### src/sv/tvps_pkg.sv
// Types and constants of the timed valve and pump sequencer.
package tvps_pkg;

    localparam int HOUR_W   = 6;
    localparam int MINUTE_W = 7;
    localparam int AVG_W    = 10;
    localparam int DUTY_W   = 8;
    localparam int TEMP_W   = 9;
    localparam int GAIN_W   = 8;
    localparam int PROD_W   = 17;
    localparam int RECIP_W  = 17;
    localparam int RECIP_SH = 20;
    localparam int QUOT_W   = 14;
    localparam int DUR_W    = 16;
    localparam int ADDR_W   = 6;
    localparam int DATA_W   = 64;
    localparam int IDX_LSB  = 3;

    localparam logic [AVG_W-1:0]  TEMP_MIN = 10'd150;
    localparam logic [AVG_W-1:0]  TEMP_MAX = 10'd400;
    // floor(x/10) == (x * RECIP_10) >> 20 for every x below 262144
    localparam logic [RECIP_W-1:0] RECIP_10 = 17'd104858;

    localparam logic [DUTY_W-1:0] DUTY_FULL = 8'd255;
    localparam logic [DUTY_W-1:0] DUTY_HOLD = 8'd80;
    localparam logic [DUTY_W-1:0] DUTY_PUMP = 8'd180;
    localparam logic [DUTY_W-1:0] DUTY_OFF  = 8'd0;

    localparam logic [1:0] BOOST_LAST  = 2'd1;
    localparam logic [2:0] SETTLE_LAST = 3'd1;
    localparam logic [2:0] FINAL_LAST  = 3'd4;

    localparam logic [DUR_W-1:0] DUR_RESET = 16'd200;
    localparam logic [DUR_W-1:0] DUR_MIN   = 16'd1;

    localparam logic [DATA_W-1:0]   GAIN_RESET    = 64'h0000_0008_0909_090E;
    localparam logic [DATA_W-1:0]   OFFSET_RESET  = 64'h0000_005A_7373_73AA;
    localparam logic [HOUR_W-1:0]   MORNING_RESET = 6'h08;
    localparam logic [HOUR_W-1:0]   EVENING_RESET = 6'h20;
    localparam logic [MINUTE_W-1:0] MINUTE_RESET  = 7'h10;

    typedef enum logic [2:0] {
        REG_ENABLE  = 3'd0,
        REG_GAIN    = 3'd1,
        REG_OFFSET  = 3'd2,
        REG_MORNING = 3'd3,
        REG_EVENING = 3'd4,
        REG_MINUTE  = 3'd5
    } reg_idx_t;

    typedef enum logic [1:0] {
        SQ_IDLE,
        SQ_BOOST,
        SQ_OUTPUT,
        SQ_STOP
    } seq_phase_t;

    typedef enum logic [3:0] {
        VP_CHECK,
        VP_OPEN,
        VP_REDUCE,
        VP_WAIT,
        VP_PUMP,
        VP_RUN,
        VP_STOPPUMP,
        VP_CLOSE,
        VP_FINAL
    } valve_phase_t;

    typedef struct packed {
        logic b_load;
        logic c_load;
    } pipe_ctl_t;

    typedef struct packed {
        logic morning;
        logic evening;
    } tick_hit_t;

endpackage

### src/sv/tvps_ifaces.sv
// Tick input channel and drive result channel of the sequencer.
interface tvps_tick_if
    import tvps_pkg::*;
();
    logic                valid;
    logic                ready;
    logic [HOUR_W-1:0]   hour_bcd;
    logic [MINUTE_W-1:0] minute_bcd;
    logic [AVG_W-1:0]    avg_temp;

    modport source (output valid, output hour_bcd, output minute_bcd, output avg_temp,
                    input ready);
    modport sink   (input valid, input hour_bcd, input minute_bcd, input avg_temp,
                    output ready);
endinterface

interface tvps_drive_if
    import tvps_pkg::*;
#(
    parameter int NUM_OUTPUTS = 5
) ();
    logic                   valid;
    logic                   ready;
    logic [NUM_OUTPUTS-1:0] valve_mask;
    logic [DUTY_W-1:0]      valve_duty;
    logic [DUTY_W-1:0]      pump_duty;
    logic                   boost_on;
    logic                   busy_res;

    modport source (output valid, output valve_mask, output valve_duty, output pump_duty,
                    output boost_on, output busy_res, input ready);
    modport sink   (input valid, input valve_mask, input valve_duty, input pump_duty,
                    input boost_on, input busy_res, output ready);
endinterface

### src/sv/timed_valve_pump_sequencer.sv
// Top level of the timed valve and pump sequencer.
//
// Each tick beat carries the BCD time and the day average temperature; one drive beat comes
// back per tick, showing the valve mask, valve and pump duties, boost and busy after that
// tick's step. A new tick is taken every clock unless a stalled drive beat backs up the
// stages; each tick passes the input register, gain product stage, divide-by-ten stage, then
// the sequencer step that writes the drive register. The sequencer step is not pipelined:
// the next tick depends on the state it leaves; it sets the one-tick-per-clock rate. While a
// drive beat waits, ticks still fill the empty stages in front of it. Registers are written
// over APB at byte address 8*index; write them only while no tick is in flight.
module timed_valve_pump_sequencer
    import tvps_pkg::*;
#(
    parameter int NUM_OUTPUTS = 5
) (
    input  logic              clk,
    input  logic              rst_n,
    tvps_tick_if.sink         tick,
    tvps_drive_if.source      drive,
    input  logic              psel,
    input  logic              penable,
    input  logic              pwrite,
    input  logic [ADDR_W-1:0] paddr,
    input  logic [DATA_W-1:0] pwdata,
    output logic [DATA_W-1:0] prdata,
    output logic              pready
);

    localparam int TW = 8 * NUM_OUTPUTS;

    logic [NUM_OUTPUTS-1:0]             enable_mask;
    logic [TW-1:0]                      gain_table;
    logic [TW-1:0]                      offset_table;
    logic [HOUR_W-1:0]                  morning_hour;
    logic [HOUR_W-1:0]                  evening_hour;
    logic [MINUTE_W-1:0]                trigger_minute;

    logic                               a_valid_reg, a_valid_next;
    logic                               b_valid_reg, b_valid_next;
    logic                               c_valid_reg, c_valid_next;
    logic                               out_valid_reg, out_valid_next;
    logic [HOUR_W-1:0]                  hour_reg;
    logic [MINUTE_W-1:0]                minute_reg;
    logic [AVG_W-1:0]                   avg_reg;

    logic                               a_load;
    logic                               step;
    pipe_ctl_t                          ctl;
    tick_hit_t                          hit;
    logic [NUM_OUTPUTS-1:0][QUOT_W-1:0] quot;

    tvps_cfg_regs #(
        .NUM_OUTPUTS(NUM_OUTPUTS)
    ) u_cfg (
        .clk           (clk),
        .rst_n         (rst_n),
        .psel          (psel),
        .penable       (penable),
        .pwrite        (pwrite),
        .paddr         (paddr),
        .pwdata        (pwdata),
        .prdata        (prdata),
        .pready        (pready),
        .enable_mask   (enable_mask),
        .gain_table    (gain_table),
        .offset_table  (offset_table),
        .morning_hour  (morning_hour),
        .evening_hour  (evening_hour),
        .trigger_minute(trigger_minute)
    );

    // Each stage loads when it is empty or its beat moves on this clock.
    always_comb
    begin
        step       = c_valid_reg && (!out_valid_reg || drive.ready);
        ctl.c_load = b_valid_reg && (!c_valid_reg || step);
        ctl.b_load = a_valid_reg && (!b_valid_reg || ctl.c_load);
        tick.ready = !a_valid_reg || ctl.b_load;
        a_load     = tick.valid && tick.ready;

        out_valid_next = step || (out_valid_reg && !drive.ready);
        c_valid_next   = ctl.c_load || (c_valid_reg && !step);
        b_valid_next   = ctl.b_load || (b_valid_reg && !ctl.c_load);
        a_valid_next   = a_load || (a_valid_reg && !ctl.b_load);
    end

    always_ff @(posedge clk or negedge rst_n)
    begin
        if (!rst_n)
        begin
            a_valid_reg   <= 1'b0;
            b_valid_reg   <= 1'b0;
            c_valid_reg   <= 1'b0;
            out_valid_reg <= 1'b0;
        end
        else
        begin
            a_valid_reg   <= a_valid_next;
            b_valid_reg   <= b_valid_next;
            c_valid_reg   <= c_valid_next;
            out_valid_reg <= out_valid_next;
        end
    end

    always_ff @(posedge clk)
    begin
        if (a_load)
        begin
            hour_reg   <= tick.hour_bcd;
            minute_reg <= tick.minute_bcd;
            avg_reg    <= tick.avg_temp;
        end
    end

    tvps_tick_prep #(
        .NUM_OUTPUTS(NUM_OUTPUTS)
    ) u_prep (
        .clk           (clk),
        .ctl           (ctl),
        .hour_bcd      (hour_reg),
        .minute_bcd    (minute_reg),
        .avg_temp      (avg_reg),
        .morning_hour  (morning_hour),
        .evening_hour  (evening_hour),
        .trigger_minute(trigger_minute),
        .gain_table    (gain_table),
        .hit           (hit),
        .quot          (quot)
    );

    tvps_sequencer #(
        .NUM_OUTPUTS(NUM_OUTPUTS)
    ) u_seq (
        .clk         (clk),
        .rst_n       (rst_n),
        .step        (step),
        .hit         (hit),
        .quot        (quot),
        .enable_mask (enable_mask),
        .offset_table(offset_table),
        .valve_mask  (drive.valve_mask),
        .valve_duty  (drive.valve_duty),
        .pump_duty   (drive.pump_duty),
        .boost_on    (drive.boost_on),
        .busy        (drive.busy_res)
    );

    assign drive.valid = out_valid_reg;

endmodule

### src/sv/tvps_cfg_regs.sv
// APB configuration registers of the sequencer.
module tvps_cfg_regs
    import tvps_pkg::*;
#(
    parameter int NUM_OUTPUTS = 5,
    localparam int TW = 8 * NUM_OUTPUTS
) (
    input  logic                   clk,
    input  logic                   rst_n,
    input  logic                   psel,
    input  logic                   penable,
    input  logic                   pwrite,
    input  logic [ADDR_W-1:0]      paddr,
    input  logic [DATA_W-1:0]      pwdata,
    output logic [DATA_W-1:0]      prdata,
    output logic                   pready,
    output logic [NUM_OUTPUTS-1:0] enable_mask,
    output logic [TW-1:0]          gain_table,
    output logic [TW-1:0]          offset_table,
    output logic [HOUR_W-1:0]      morning_hour,
    output logic [HOUR_W-1:0]      evening_hour,
    output logic [MINUTE_W-1:0]    trigger_minute
);

    logic [NUM_OUTPUTS-1:0] enable_reg;
    logic [TW-1:0]          gain_reg;
    logic [TW-1:0]          offset_reg;
    logic [HOUR_W-1:0]      morning_reg;
    logic [HOUR_W-1:0]      evening_reg;
    logic [MINUTE_W-1:0]    minute_reg;
    logic                   wr_en;
    reg_idx_t               idx;

    assign pready = 1'b1;
    assign wr_en  = psel && penable && pwrite;
    assign idx    = reg_idx_t'(paddr[ADDR_W-1:IDX_LSB]);

    always_ff @(posedge clk or negedge rst_n)
    begin
        if (!rst_n)
        begin
            enable_reg  <= '1;
            gain_reg    <= GAIN_RESET[TW-1:0];
            offset_reg  <= OFFSET_RESET[TW-1:0];
            morning_reg <= MORNING_RESET;
            evening_reg <= EVENING_RESET;
            minute_reg  <= MINUTE_RESET;
        end
        else if (wr_en)
        begin
            unique case (idx)
                REG_ENABLE:  enable_reg  <= pwdata[NUM_OUTPUTS-1:0];
                REG_GAIN:    gain_reg    <= pwdata[TW-1:0];
                REG_OFFSET:  offset_reg  <= pwdata[TW-1:0];
                REG_MORNING: morning_reg <= pwdata[HOUR_W-1:0];
                REG_EVENING: evening_reg <= pwdata[HOUR_W-1:0];
                REG_MINUTE:  minute_reg  <= pwdata[MINUTE_W-1:0];
                default:     ;
            endcase
        end
    end

    always_comb
    begin
        unique case (idx)
            REG_ENABLE:  prdata = DATA_W'(enable_reg);
            REG_GAIN:    prdata = DATA_W'(gain_reg);
            REG_OFFSET:  prdata = DATA_W'(offset_reg);
            REG_MORNING: prdata = DATA_W'(morning_reg);
            REG_EVENING: prdata = DATA_W'(evening_reg);
            REG_MINUTE:  prdata = DATA_W'(minute_reg);
            default:     prdata = '0;
        endcase
    end

    assign enable_mask    = enable_reg;
    assign gain_table     = gain_reg;
    assign offset_table   = offset_reg;
    assign morning_hour   = morning_reg;
    assign evening_hour   = evening_reg;
    assign trigger_minute = minute_reg;

endmodule

### src/sv/tvps_tick_prep.sv
// Two tick stages: clamp, time match and gain product, then divide by ten.
module tvps_tick_prep
    import tvps_pkg::*;
#(
    parameter int NUM_OUTPUTS = 5,
    localparam int TW = 8 * NUM_OUTPUTS
) (
    input  logic                                clk,
    input  pipe_ctl_t                           ctl,
    input  logic [HOUR_W-1:0]                   hour_bcd,
    input  logic [MINUTE_W-1:0]                 minute_bcd,
    input  logic [AVG_W-1:0]                    avg_temp,
    input  logic [HOUR_W-1:0]                   morning_hour,
    input  logic [HOUR_W-1:0]                   evening_hour,
    input  logic [MINUTE_W-1:0]                 trigger_minute,
    input  logic [TW-1:0]                       gain_table,
    output tick_hit_t                           hit,
    output logic [NUM_OUTPUTS-1:0][QUOT_W-1:0]  quot
);

    logic [TEMP_W-1:0]                          temp;
    tick_hit_t                                  hit_next;
    tick_hit_t                                  hit_b_reg;
    tick_hit_t                                  hit_c_reg;
    logic [NUM_OUTPUTS-1:0][PROD_W-1:0]         prod_next;
    logic [NUM_OUTPUTS-1:0][PROD_W-1:0]         prod_reg;
    logic [NUM_OUTPUTS-1:0][PROD_W+RECIP_W-1:0] recip_prod;
    logic [NUM_OUTPUTS-1:0][QUOT_W-1:0]         quot_next;
    logic [NUM_OUTPUTS-1:0][QUOT_W-1:0]         quot_reg;

    always_comb
    begin
        if (avg_temp > TEMP_MAX)
            temp = TEMP_MAX[TEMP_W-1:0];
        else if (avg_temp < TEMP_MIN)
            temp = TEMP_MIN[TEMP_W-1:0];
        else
            temp = avg_temp[TEMP_W-1:0];

        hit_next.morning = (hour_bcd == morning_hour) && (minute_bcd == trigger_minute);
        hit_next.evening = (hour_bcd == evening_hour) && (minute_bcd == trigger_minute);

        for (int i = 0; i < NUM_OUTPUTS; i++)
        begin
            prod_next[i] = PROD_W'(temp) * PROD_W'(gain_table[GAIN_W*i +: GAIN_W]);
        end
    end

    // Divide by ten: multiply by the reciprocal and keep the high bits.
    always_comb
    begin
        for (int i = 0; i < NUM_OUTPUTS; i++)
        begin
            recip_prod[i] = (PROD_W+RECIP_W)'(prod_reg[i])
                          * (PROD_W+RECIP_W)'(RECIP_10);
            quot_next[i]  = recip_prod[i][RECIP_SH +: QUOT_W];
        end
    end

    always_ff @(posedge clk)
    begin
        if (ctl.b_load)
        begin
            hit_b_reg <= hit_next;
            prod_reg  <= prod_next;
        end
        if (ctl.c_load)
        begin
            hit_c_reg <= hit_b_reg;
            quot_reg  <= quot_next;
        end
    end

    assign hit  = hit_c_reg;
    assign quot = quot_reg;

endmodule

### src/sv/tvps_sequencer.sv
// Watering time check, duration store and the boost/valve/pump state machine.
module tvps_sequencer
    import tvps_pkg::*;
#(
    parameter int NUM_OUTPUTS = 5,
    localparam int TW = 8 * NUM_OUTPUTS,
    localparam int OW = (NUM_OUTPUTS > 1) ? $clog2(NUM_OUTPUTS) : 1
) (
    input  logic                               clk,
    input  logic                               rst_n,
    input  logic                               step,
    input  tick_hit_t                          hit,
    input  logic [NUM_OUTPUTS-1:0][QUOT_W-1:0] quot,
    input  logic [NUM_OUTPUTS-1:0]             enable_mask,
    input  logic [TW-1:0]                      offset_table,
    output logic [NUM_OUTPUTS-1:0]             valve_mask,
    output logic [DUTY_W-1:0]                  valve_duty,
    output logic [DUTY_W-1:0]                  pump_duty,
    output logic                               boost_on,
    output logic                               busy
);

    seq_phase_t                        seq_reg,    seq_next;
    valve_phase_t                      vph_reg,    vph_next;
    logic [OW-1:0]                     cur_reg,    cur_next;
    logic [DUR_W-1:0]                  cd_reg,     cd_next;
    logic [2:0]                        sc_reg,     sc_next;
    logic [1:0]                        bc_reg,     bc_next;
    logic                              armed_reg,  armed_next;
    logic                              mdone_reg,  mdone_next;
    logic                              edone_reg,  edone_next;
    logic [NUM_OUTPUTS-1:0][DUR_W-1:0] dur_reg,    dur_next;
    logic [NUM_OUTPUTS-1:0]            valves_reg, valves_next;
    logic [DUTY_W-1:0]                 vduty_reg,  vduty_next;
    logic [DUTY_W-1:0]                 pduty_reg,  pduty_next;
    logic                              boost_reg,  boost_next;

    logic [NUM_OUTPUTS-1:0][DUR_W-1:0] new_dur;
    logic [NUM_OUTPUTS-1:0][QUOT_W-1:0] diff;
    logic [NUM_OUTPUTS-1:0][DUR_W:0]   diff10;
    logic                              load;
    logic                              vdone;
    logic [NUM_OUTPUTS-1:0]            cur_bit;
    logic [DUR_W-1:0]                  dur_sel;

    // Fresh durations: (quotient - offset) * 10, floor at one, cap at full scale.
    always_comb
    begin
        for (int i = 0; i < NUM_OUTPUTS; i++)
        begin
            diff[i]   = quot[i] - QUOT_W'(offset_table[GAIN_W*i +: GAIN_W]);
            diff10[i] = {diff[i], 3'b000} + {2'b00, diff[i], 1'b0};
            if (quot[i] <= QUOT_W'(offset_table[GAIN_W*i +: GAIN_W]))
                new_dur[i] = DUR_MIN;
            else if (diff10[i][DUR_W])
                new_dur[i] = '1;
            else
                new_dur[i] = diff10[i][DUR_W-1:0];
        end
    end

    assign load    = (hit.morning && !mdone_reg) || (hit.evening && !edone_reg);
    assign cur_bit = NUM_OUTPUTS'(1) << cur_reg;
    // The time check of the same tick comes first, so a fresh load is seen here.
    assign dur_sel = load ? new_dur[cur_reg] : dur_reg[cur_reg];

    always_ff @(posedge clk or negedge rst_n)
    begin
        if (!rst_n)
        begin
            seq_reg    <= SQ_IDLE;
            vph_reg    <= VP_CHECK;
            cur_reg    <= '0;
            cd_reg     <= '0;
            sc_reg     <= '0;
            bc_reg     <= '0;
            armed_reg  <= 1'b0;
            mdone_reg  <= 1'b0;
            edone_reg  <= 1'b0;
            dur_reg    <= {NUM_OUTPUTS{DUR_RESET}};
            valves_reg <= '0;
            vduty_reg  <= DUTY_OFF;
            pduty_reg  <= DUTY_OFF;
            boost_reg  <= 1'b0;
        end
        else
        begin
            seq_reg    <= seq_next;
            vph_reg    <= vph_next;
            cur_reg    <= cur_next;
            cd_reg     <= cd_next;
            sc_reg     <= sc_next;
            bc_reg     <= bc_next;
            armed_reg  <= armed_next;
            mdone_reg  <= mdone_next;
            edone_reg  <= edone_next;
            dur_reg    <= dur_next;
            valves_reg <= valves_next;
            vduty_reg  <= vduty_next;
            pduty_reg  <= pduty_next;
            boost_reg  <= boost_next;
        end
    end

    always_comb
    begin
        seq_next    = seq_reg;
        vph_next    = vph_reg;
        cur_next    = cur_reg;
        cd_next     = cd_reg;
        sc_next     = sc_reg;
        bc_next     = bc_reg;
        armed_next  = armed_reg;
        mdone_next  = mdone_reg;
        edone_next  = edone_reg;
        dur_next    = dur_reg;
        valves_next = valves_reg;
        vduty_next  = vduty_reg;
        pduty_next  = pduty_reg;
        boost_next  = boost_reg;
        vdone       = 1'b0;

        if (step)
        begin
            mdone_next = hit.morning;
            edone_next = hit.evening;
            if (load)
            begin
                dur_next   = new_dur;
                armed_next = 1'b1;
            end

            unique case (seq_reg)
                SQ_IDLE:
                begin
                    if (armed_reg || load)
                        seq_next = SQ_BOOST;
                end
                SQ_BOOST:
                begin
                    boost_next = 1'b1;
                    if (bc_reg == BOOST_LAST)
                    begin
                        bc_next  = '0;
                        cur_next = '0;
                        seq_next = SQ_OUTPUT;
                    end
                    else
                        bc_next = bc_reg + 2'd1;
                end
                SQ_OUTPUT:
                begin
                    unique case (vph_reg)
                        VP_CHECK:
                        begin
                            if (enable_mask[cur_reg])
                                vph_next = VP_OPEN;
                            else
                                vdone = 1'b1;
                        end
                        VP_OPEN:
                        begin
                            cd_next     = dur_sel;
                            valves_next = valves_reg | cur_bit;
                            vduty_next  = DUTY_FULL;
                            vph_next    = VP_REDUCE;
                        end
                        VP_REDUCE:
                        begin
                            vduty_next = DUTY_HOLD;
                            vph_next   = VP_WAIT;
                        end
                        VP_WAIT:
                        begin
                            if (sc_reg == SETTLE_LAST)
                            begin
                                sc_next  = '0;
                                vph_next = VP_PUMP;
                            end
                            else
                                sc_next = sc_reg + 3'd1;
                        end
                        VP_PUMP:
                        begin
                            pduty_next = DUTY_PUMP;
                            vph_next   = VP_RUN;
                        end
                        VP_RUN:
                        begin
                            if (cd_reg <= DUR_MIN)
                            begin
                                cd_next  = '0;
                                vph_next = VP_STOPPUMP;
                            end
                            else
                                cd_next = cd_reg - DUR_MIN;
                        end
                        VP_STOPPUMP:
                        begin
                            pduty_next = DUTY_OFF;
                            vph_next   = VP_CLOSE;
                        end
                        VP_CLOSE:
                        begin
                            valves_next = valves_reg & ~cur_bit;
                            vduty_next  = DUTY_OFF;
                            vph_next    = VP_FINAL;
                        end
                        VP_FINAL:
                        begin
                            if (sc_reg == FINAL_LAST)
                            begin
                                sc_next  = '0;
                                vph_next = VP_CHECK;
                                vdone    = 1'b1;
                            end
                            else
                                sc_next = sc_reg + 3'd1;
                        end
                        default:
                            vph_next = VP_CHECK;
                    endcase

                    // Advance to the next output, or wrap up after the last one.
                    if (vdone)
                    begin
                        if (cur_reg == OW'(NUM_OUTPUTS - 1))
                        begin
                            cur_next = '0;
                            seq_next = SQ_STOP;
                        end
                        else
                            cur_next = cur_reg + OW'(1);
                    end
                end
                SQ_STOP:
                begin
                    boost_next = 1'b0;
                    armed_next = 1'b0;
                    seq_next   = SQ_IDLE;
                end
                default:
                    seq_next = SQ_IDLE;
            endcase
        end
    end

    assign valve_mask = valves_reg;
    assign valve_duty = vduty_reg;
    assign pump_duty  = pduty_reg;
    assign boost_on   = boost_reg;
    assign busy       = (seq_reg != SQ_IDLE);

endmodule

### src/flat_wrapper.sv
// flat-port wrapper written by rule: the top's interface ports become plain ports
module timed_valve_pump_sequencer_flat import tvps_pkg::*;
#(
    parameter int NUM_OUTPUTS = 5
)
  (clk, rst_n, psel, penable, pwrite, paddr, pwdata, prdata, pready, tick_valid, tick_hour_bcd, tick_minute_bcd, tick_avg_temp, tick_ready, drive_valid, drive_valve_mask, drive_valve_duty, drive_pump_duty, drive_boost_on, drive_busy_res, drive_ready);
  tvps_tick_if tick_i ();
  tvps_drive_if #(.NUM_OUTPUTS(NUM_OUTPUTS)) drive_i ();
  input  logic clk;
  input  logic rst_n;
  input  logic psel;
  input  logic penable;
  input  logic pwrite;
  input  logic [ADDR_W-1:0] paddr;
  input  logic [DATA_W-1:0] pwdata;
  output logic [DATA_W-1:0] prdata;
  output logic pready;
  input wire logic [$bits(tick_i.valid)-1:0] tick_valid;
  input wire logic [$bits(tick_i.hour_bcd)-1:0] tick_hour_bcd;
  input wire logic [$bits(tick_i.minute_bcd)-1:0] tick_minute_bcd;
  input wire logic [$bits(tick_i.avg_temp)-1:0] tick_avg_temp;
  output wire logic [$bits(tick_i.ready)-1:0] tick_ready;
  output wire logic [$bits(drive_i.valid)-1:0] drive_valid;
  output wire logic [$bits(drive_i.valve_mask)-1:0] drive_valve_mask;
  output wire logic [$bits(drive_i.valve_duty)-1:0] drive_valve_duty;
  output wire logic [$bits(drive_i.pump_duty)-1:0] drive_pump_duty;
  output wire logic [$bits(drive_i.boost_on)-1:0] drive_boost_on;
  output wire logic [$bits(drive_i.busy_res)-1:0] drive_busy_res;
  input wire logic [$bits(drive_i.ready)-1:0] drive_ready;
  assign tick_i.valid = tick_valid;
  assign tick_i.hour_bcd = tick_hour_bcd;
  assign tick_i.minute_bcd = tick_minute_bcd;
  assign tick_i.avg_temp = tick_avg_temp;
  assign tick_ready = tick_i.ready;
  assign drive_valid = drive_i.valid;
  assign drive_valve_mask = drive_i.valve_mask;
  assign drive_valve_duty = drive_i.valve_duty;
  assign drive_pump_duty = drive_i.pump_duty;
  assign drive_boost_on = drive_i.boost_on;
  assign drive_busy_res = drive_i.busy_res;
  assign drive_i.ready = drive_ready;
  timed_valve_pump_sequencer #(.NUM_OUTPUTS(NUM_OUTPUTS)) u_core (.clk(clk), .rst_n(rst_n), .tick(tick_i), .drive(drive_i), .psel(psel), .penable(penable), .pwrite(pwrite), .paddr(paddr), .pwdata(pwdata), .prdata(prdata), .pready(pready));
endmodule
### config.mk
export PLATFORM = sky130hd
export DESIGN_NAME = timed_valve_pump_sequencer_flat
export DESIGN_NICKNAME = d
export VERILOG_FILES = /design/src/sv/tvps_pkg.sv /design/src/sv/tvps_ifaces.sv /design/src/sv/timed_valve_pump_sequencer.sv /design/src/sv/tvps_cfg_regs.sv /design/src/sv/tvps_tick_prep.sv /design/src/sv/tvps_sequencer.sv /design/src/flat_wrapper.sv
export SDC_FILE = /design/constraint.sdc
export NUM_CORES = 2
export LEC_CHECK = 0
export BUFFER_PORTS_ARGS = -buffer_cell sky130_fd_sc_hd__buf_2
export CORE_MARGIN = 8
export CORE_UTILIZATION = 30
export DETAILED_ROUTE_END_ITERATION = 12
export GPL_TIMING_DRIVEN = 0
export PLACE_DENSITY = 0.41
export SYNTH_ARGS = -nofsm -noshare
export SYNTH_HDL_FRONTEND = slang
export SYNTH_HIERARCHICAL = 1
export SYNTH_SLANG_ARGS = --single-unit
### constraint.sdc
create_clock -name clk -period 7.45 [get_ports clk]
set_input_delay 0.745 -clock clk [delete_from_list [all_inputs] [get_ports clk]]
set_output_delay 0.745 -clock clk [all_outputs]
set_load 0.005 [all_outputs]
======== Word-level counts from Yosys, hierarchy flattened ========
Cells that the tools add are included.
word-level totals
  register bits after elaboration ......... 425
  bits of input ports ..................... 100
  word-level logic and storage cells ...... 228
operators by class
  add/sub/neg operators ................... 14
  multiply operators ...................... 10
  $lt $le $gt $ge ......................... 9
  equality and inequality tests ........... 31
  shift operators ......................... 1
  multiplexer cells ....................... 51
  bitwise logic cells ..................... 3
  reduce and logical (&&, ||, !) cells .... 64
operators with widths
  kind                      count
  $pmux W40 S6              1
  $mux W16                  14
  $mul A17 B16 Y33 const B  5
  $bmux W16 S3              2
  $add A17 B15 Y17          5
  $mul A9 B8 Y17            5
  $le A14 B8 Y1             5
  $sub A14 B8 Y14           5
  $pmux W4 S9               1
  $pmux W16 S2              1
  $pmux W8 S3               1
  $reduce_and A2 Y1         10
  $mux W9                   2
  $eq A4 B3 Y1 const B      4
  $le A16 B1 Y1 const B     1
  $mux W4                   4
  $ne A2 B2 Y1 const B      8
  $pmux W8 S2               1
  $reduce_bool A2 Y1        8
  $sub A16 B1 Y16 const B   1
  $mux W3                   5
  $reduce_and A3 Y1         5
  $logic_and A1 B1 Y1       14
  $eq A3 B3 Y1 const B      4
  34 further kinds          71

======== Longest topological paths before layout ========
  depth after elaboration ................. 10
  depth in mapped cells ................... 27
  depth with buffers taken out ............ 23

======== Modules after synthesis ========
The synthesis kept the hierarchy.
modules (own cells, without submodules)
  module                      instances  cells each  area each (um^2)  seq. area each (um^2)
  tvps_tick_prep              1          3923        39746.9           4774.6
  tvps_sequencer              1          1777        14015.9           3071.7
  tvps_cfg_regs               1          346         4863.4            2653.8
  timed_valve_pump_sequencer  1          40          880.8             790.8

======== Least setup slack after synthesis ========
Ideal clock, no wire load.
  kind .................................... input-to-reg
  from .................................... in drive_ready
  to ...................................... reg u_core/u_prep/hit_b_reg[0] (netlist bit) (enable)
  setup time .............................. 0.556 ns
  arrival ................................. 5.160 ns
  path slack .............................. 1.734 ns
  cell stages on the path ................. 3
  path buffers ............................ 1
  path through ............................ and3b_1 buf_6 a21boi_1
RTL lines
  what                  line                  RTL
  from (decl)           flat_wrapper.sv:29    input wire logic [$bits(drive_i.ready)-1:0] drive_ready;
  to (signal assigned)  tvps_tick_prep.sv:64  hit_b_reg <= hit_next;
  to (decl)             tvps_tick_prep.sv:23  tick_hit_t hit_b_reg;

==> results_dict.tcl <==
set metrics [dict create \
    rows 163 \
    cts_buffer_depth 3 \
    drt-met1-wl_mm 89.0 \
    antenna_found_initial 14 \
    insertedDiodeCount 0 \
    ys_warn_count 6 \
    start_util 0.302 \
    synthFlopType "edfxtp_1" \
    met2_wirelength_mm 89.8 \
    status "complete, no violations" \
    gp_congestion 0.895 \
    die_h_um 461 \
    yosys.area.top_type_share 0.222 \
    vias_per_cell 4.76 \
    period_needed_ns 6.80 \
    die_w_um 461 \
    crit_start "u_core/avg_reg[3]" \
    io_buffers 132 \
    ys_seq_area_frac 0.190 \
    timing.critical_path.max_delay_family "adder cells" \
    cp-start-kind "flip-flop" \
    drt_iter0_drc 2316 \
    crit_chain "nor4_1, o21ai_0, a31oi_1, nor2b_1, buf_2, and2_1, clkbuf_1, nand2_1, fa_1, fa_1, inv_1, fa_1, inv_1, fa_1, inv_1, ha_1, a21boi_1, o21ai_0, nand2b_1, a21o_1, a41o_1, o41ai_1, xnor2_1" \
    highest_layer "met4" \
    cts_buffers 54 \
    htreeDepth 2 \
    finalMaxSlewViolations 0 \
    fin_ws_ns 0.648 \
    place_hpwl_mm 161 \
    cts_root_buf "clkbuf_16" \
    tightest_slew_ns 1.22 \
    reg2reg_from "u_core/avg_reg[3]" \
    finClkSkew_ns 0.0756 \
    min-delay-start "tick_hour_bcd[4]" \
    arrival_ns 7.18 \
    gr-total-overflow 0 \
    yosysUniqueCellTypes 128 \
    grt_pass1_vias 45200 \
    path_class "flip-flop to flip-flop" \
    clk_pin_slew_ns 0.06 \
    ys_ff_latch 412 \
    synthMuxAreaShare 0.0315 \
    yosys.area_share.xor_xnor 0.0391 \
    dr.pass1.iters 5 \
    yosysTopAreaCell "fa_1" \
    crit_path_max_fanout 10 \
    dieArea_um2 213000 \
    crit_cells 23 \
    tns_ns 0 \
    grt_first_pass_wirelength_mm 290 \
    async_flop_share 0.558 \
    vias 42800 \
    slowest_delay_ns 0.80 \
    synth_area_leaders "fa_1 22%, ha_1 20%, edfxtp_1 9.2%" \
    fin_nets 8041 \
    yosys-top-cells-count "1,238 x inv_1, 971 x ha_1, 660 x fa_1" \
    ant_nets 0 \
    core_um2 197000 \
    end_kind "flip-flop" \
    setup_viol 0 \
    clock_latency_ns 0.70 \
    maxCapViolCount 0 \
    hp-class "primary input to flip-flop" \
    cts_tree "done" \
    max_freq_mhz 147 \
    grtUsageTotal 0.177 \
    syn_area_um2 59500 \
    synthSimpleGateAreaFrac 0.112 \
    pin_count 190 \
    synth_compound_area_frac 0.108 \
    cp.required_ns 7.83 \
    seqCellArea_um2 11300 \
    critPathSlowestCell "clkbuf_1" \
    relSlewSlack 0.186 \
    grt_max_degree 102 \
    nFillCells 20400 \
    min_delay_path_depth 1 \
    r2r_cells 23 \
    synth_edf_count 182 \
    clock-sinks 412 \
    rsz0062_at_grt "no" \
    postCtsSetupBuffers 0 \
    syn_to_final_growth_pct 10.3 \
    crit_top_cell "fa_1" \
    hold_viol_final 0 \
    wl_per_cell_um 21.1 \
    drive_above_1_share 0.0930 \
    drc 0 \
    multi_input_area_um2 42800 \
    routed_wl_mm 190 \
    synth_fa_ha_area_frac 0.426 \
    fin_crit_sh 0.913 \
    avgSynthCellArea_um2 9.78 \
    place_ws_ns 0.315 \
    critPathBufInv 5 \
    yosysMostFrequentCell "inv_1" \
    largest_reg_flops 85 \
    synth_top_family_by_area "adder cells" \
    wl_met3_mm 5.83 \
    syn-instance-count 6086 \
]
## repair_timing
action / 4_1_cts / 5_1_grt
hold endpoints to repair: 44 / 0
setup endpoints to repair: 0 / 2
gates resized for setup: 0 / 6
hold buffers: 1 / 0
## placed cells by master, fill, tap and decap left out, types with 73 or more instances in the layout
cell type,n
ha_1,971
o21ai_0,219
edfxtp_1,182
and2_1,218
clkbuf_1,105
dfrtp_1,174
nor2_1,222
a21oi_1,187
nand2_1,333
and3_1,119
xor2_1,78
mux2_2,109
xnor2_1,168
nor3_1,73
buf_2,150
inv_1,1238
fa_1,660
## worst paths after layout
| kind | end | slack [ns] |
|---|---|---|
| min | u_core/hour_reg[4] | 0.23 |
| min in group asynchronous | u_core/u_seq/vph_reg[2] | 0.60 |
| min reg2reg | u_core/u_prep/hit[0] | 0.44 |
| max reg2reg | u_core/u_prep/prod_reg[49] | 0.65 |
| max in group asynchronous | u_core/u_cfg/gain_table[29] | 5.77 |
| max | u_core/u_prep/prod_reg[49] | 0.65 |
## cell families (layout without fill, tap and decap cells)
kind of cell	after synthesis	count (layout)
xor+xnor	255	255
flops	412	412
mux	149	149
compound gates	932	932
fa+ha+maj	1631	1631
simple gates	1290	1290
other cells	3	29
buf+inv	1414	1658
## worst reg2reg max path, stage by stage, from the launching register on
cell and delay [ns]:
edfxtp_1 0.47, nor4_1 0.33, o21ai_0 0.11, a31oi_1 0.26, nor2b_1 0.16, buf_2 0.18, and2_1 0.14, clkbuf_1 0.80
nand2_1 0.17, fa_1 0.49, fa_1 0.55, inv_1 0.05, fa_1 0.47, inv_1 0.05, fa_1 0.48, inv_1 0.05
ha_1 0.33, a21boi_1 0.17, o21ai_0 0.17, nand2b_1 0.12, a21o_1 0.22, a41o_1 0.27, o41ai_1 0.35, xnor2_1 0.16
## final cells by class
| cell class | instances | share of cell area |
|---|---|---|
| clock inverter | 28 | 0.00488 |
| sequential | 412 | 0.172 |
| buffer | 175 | 0.0144 |
| inverter | 1239 | 0.0709 |
| multi-input combinational | 4286 | 0.651 |
| timing repair buffer | 142 | 0.0133 |
| clock buffer | 74 | 0.0226 |
| tap | 2640 | 0.0503 |
## through the flow
| step | hold slack, ns | utilization | cells | area (µm²) |
|---|---|---|---|---|
| after detailed placement | 0.424 | 0.324 | 8893 | 63800 |
| after CTS | 0.174 | 0.333 | 8996 | 65600 |
| after global placement | 0.412 | 0.322 | 8884 | 63600 |
| after floorplan | 0.400 | - | 6112 | 59600 |
| final | 0.230 | 0.333 | 8996 | 65600 |
| after global routing | 0.200 | 0.333 | 8996 | 65600 |
## metal layers
layer | track usage | vias up
met5 | 0 | -
met4 | 0.0422 | 0
met3 | 0.0150 | 189
met2 | 0.300 | 701
met1 | 0.245 | 21300
li1 | - | 20600
Power is not shown: default switching activity piles up to over one toggle a cycle in this logic, so the estimate is an artifact.
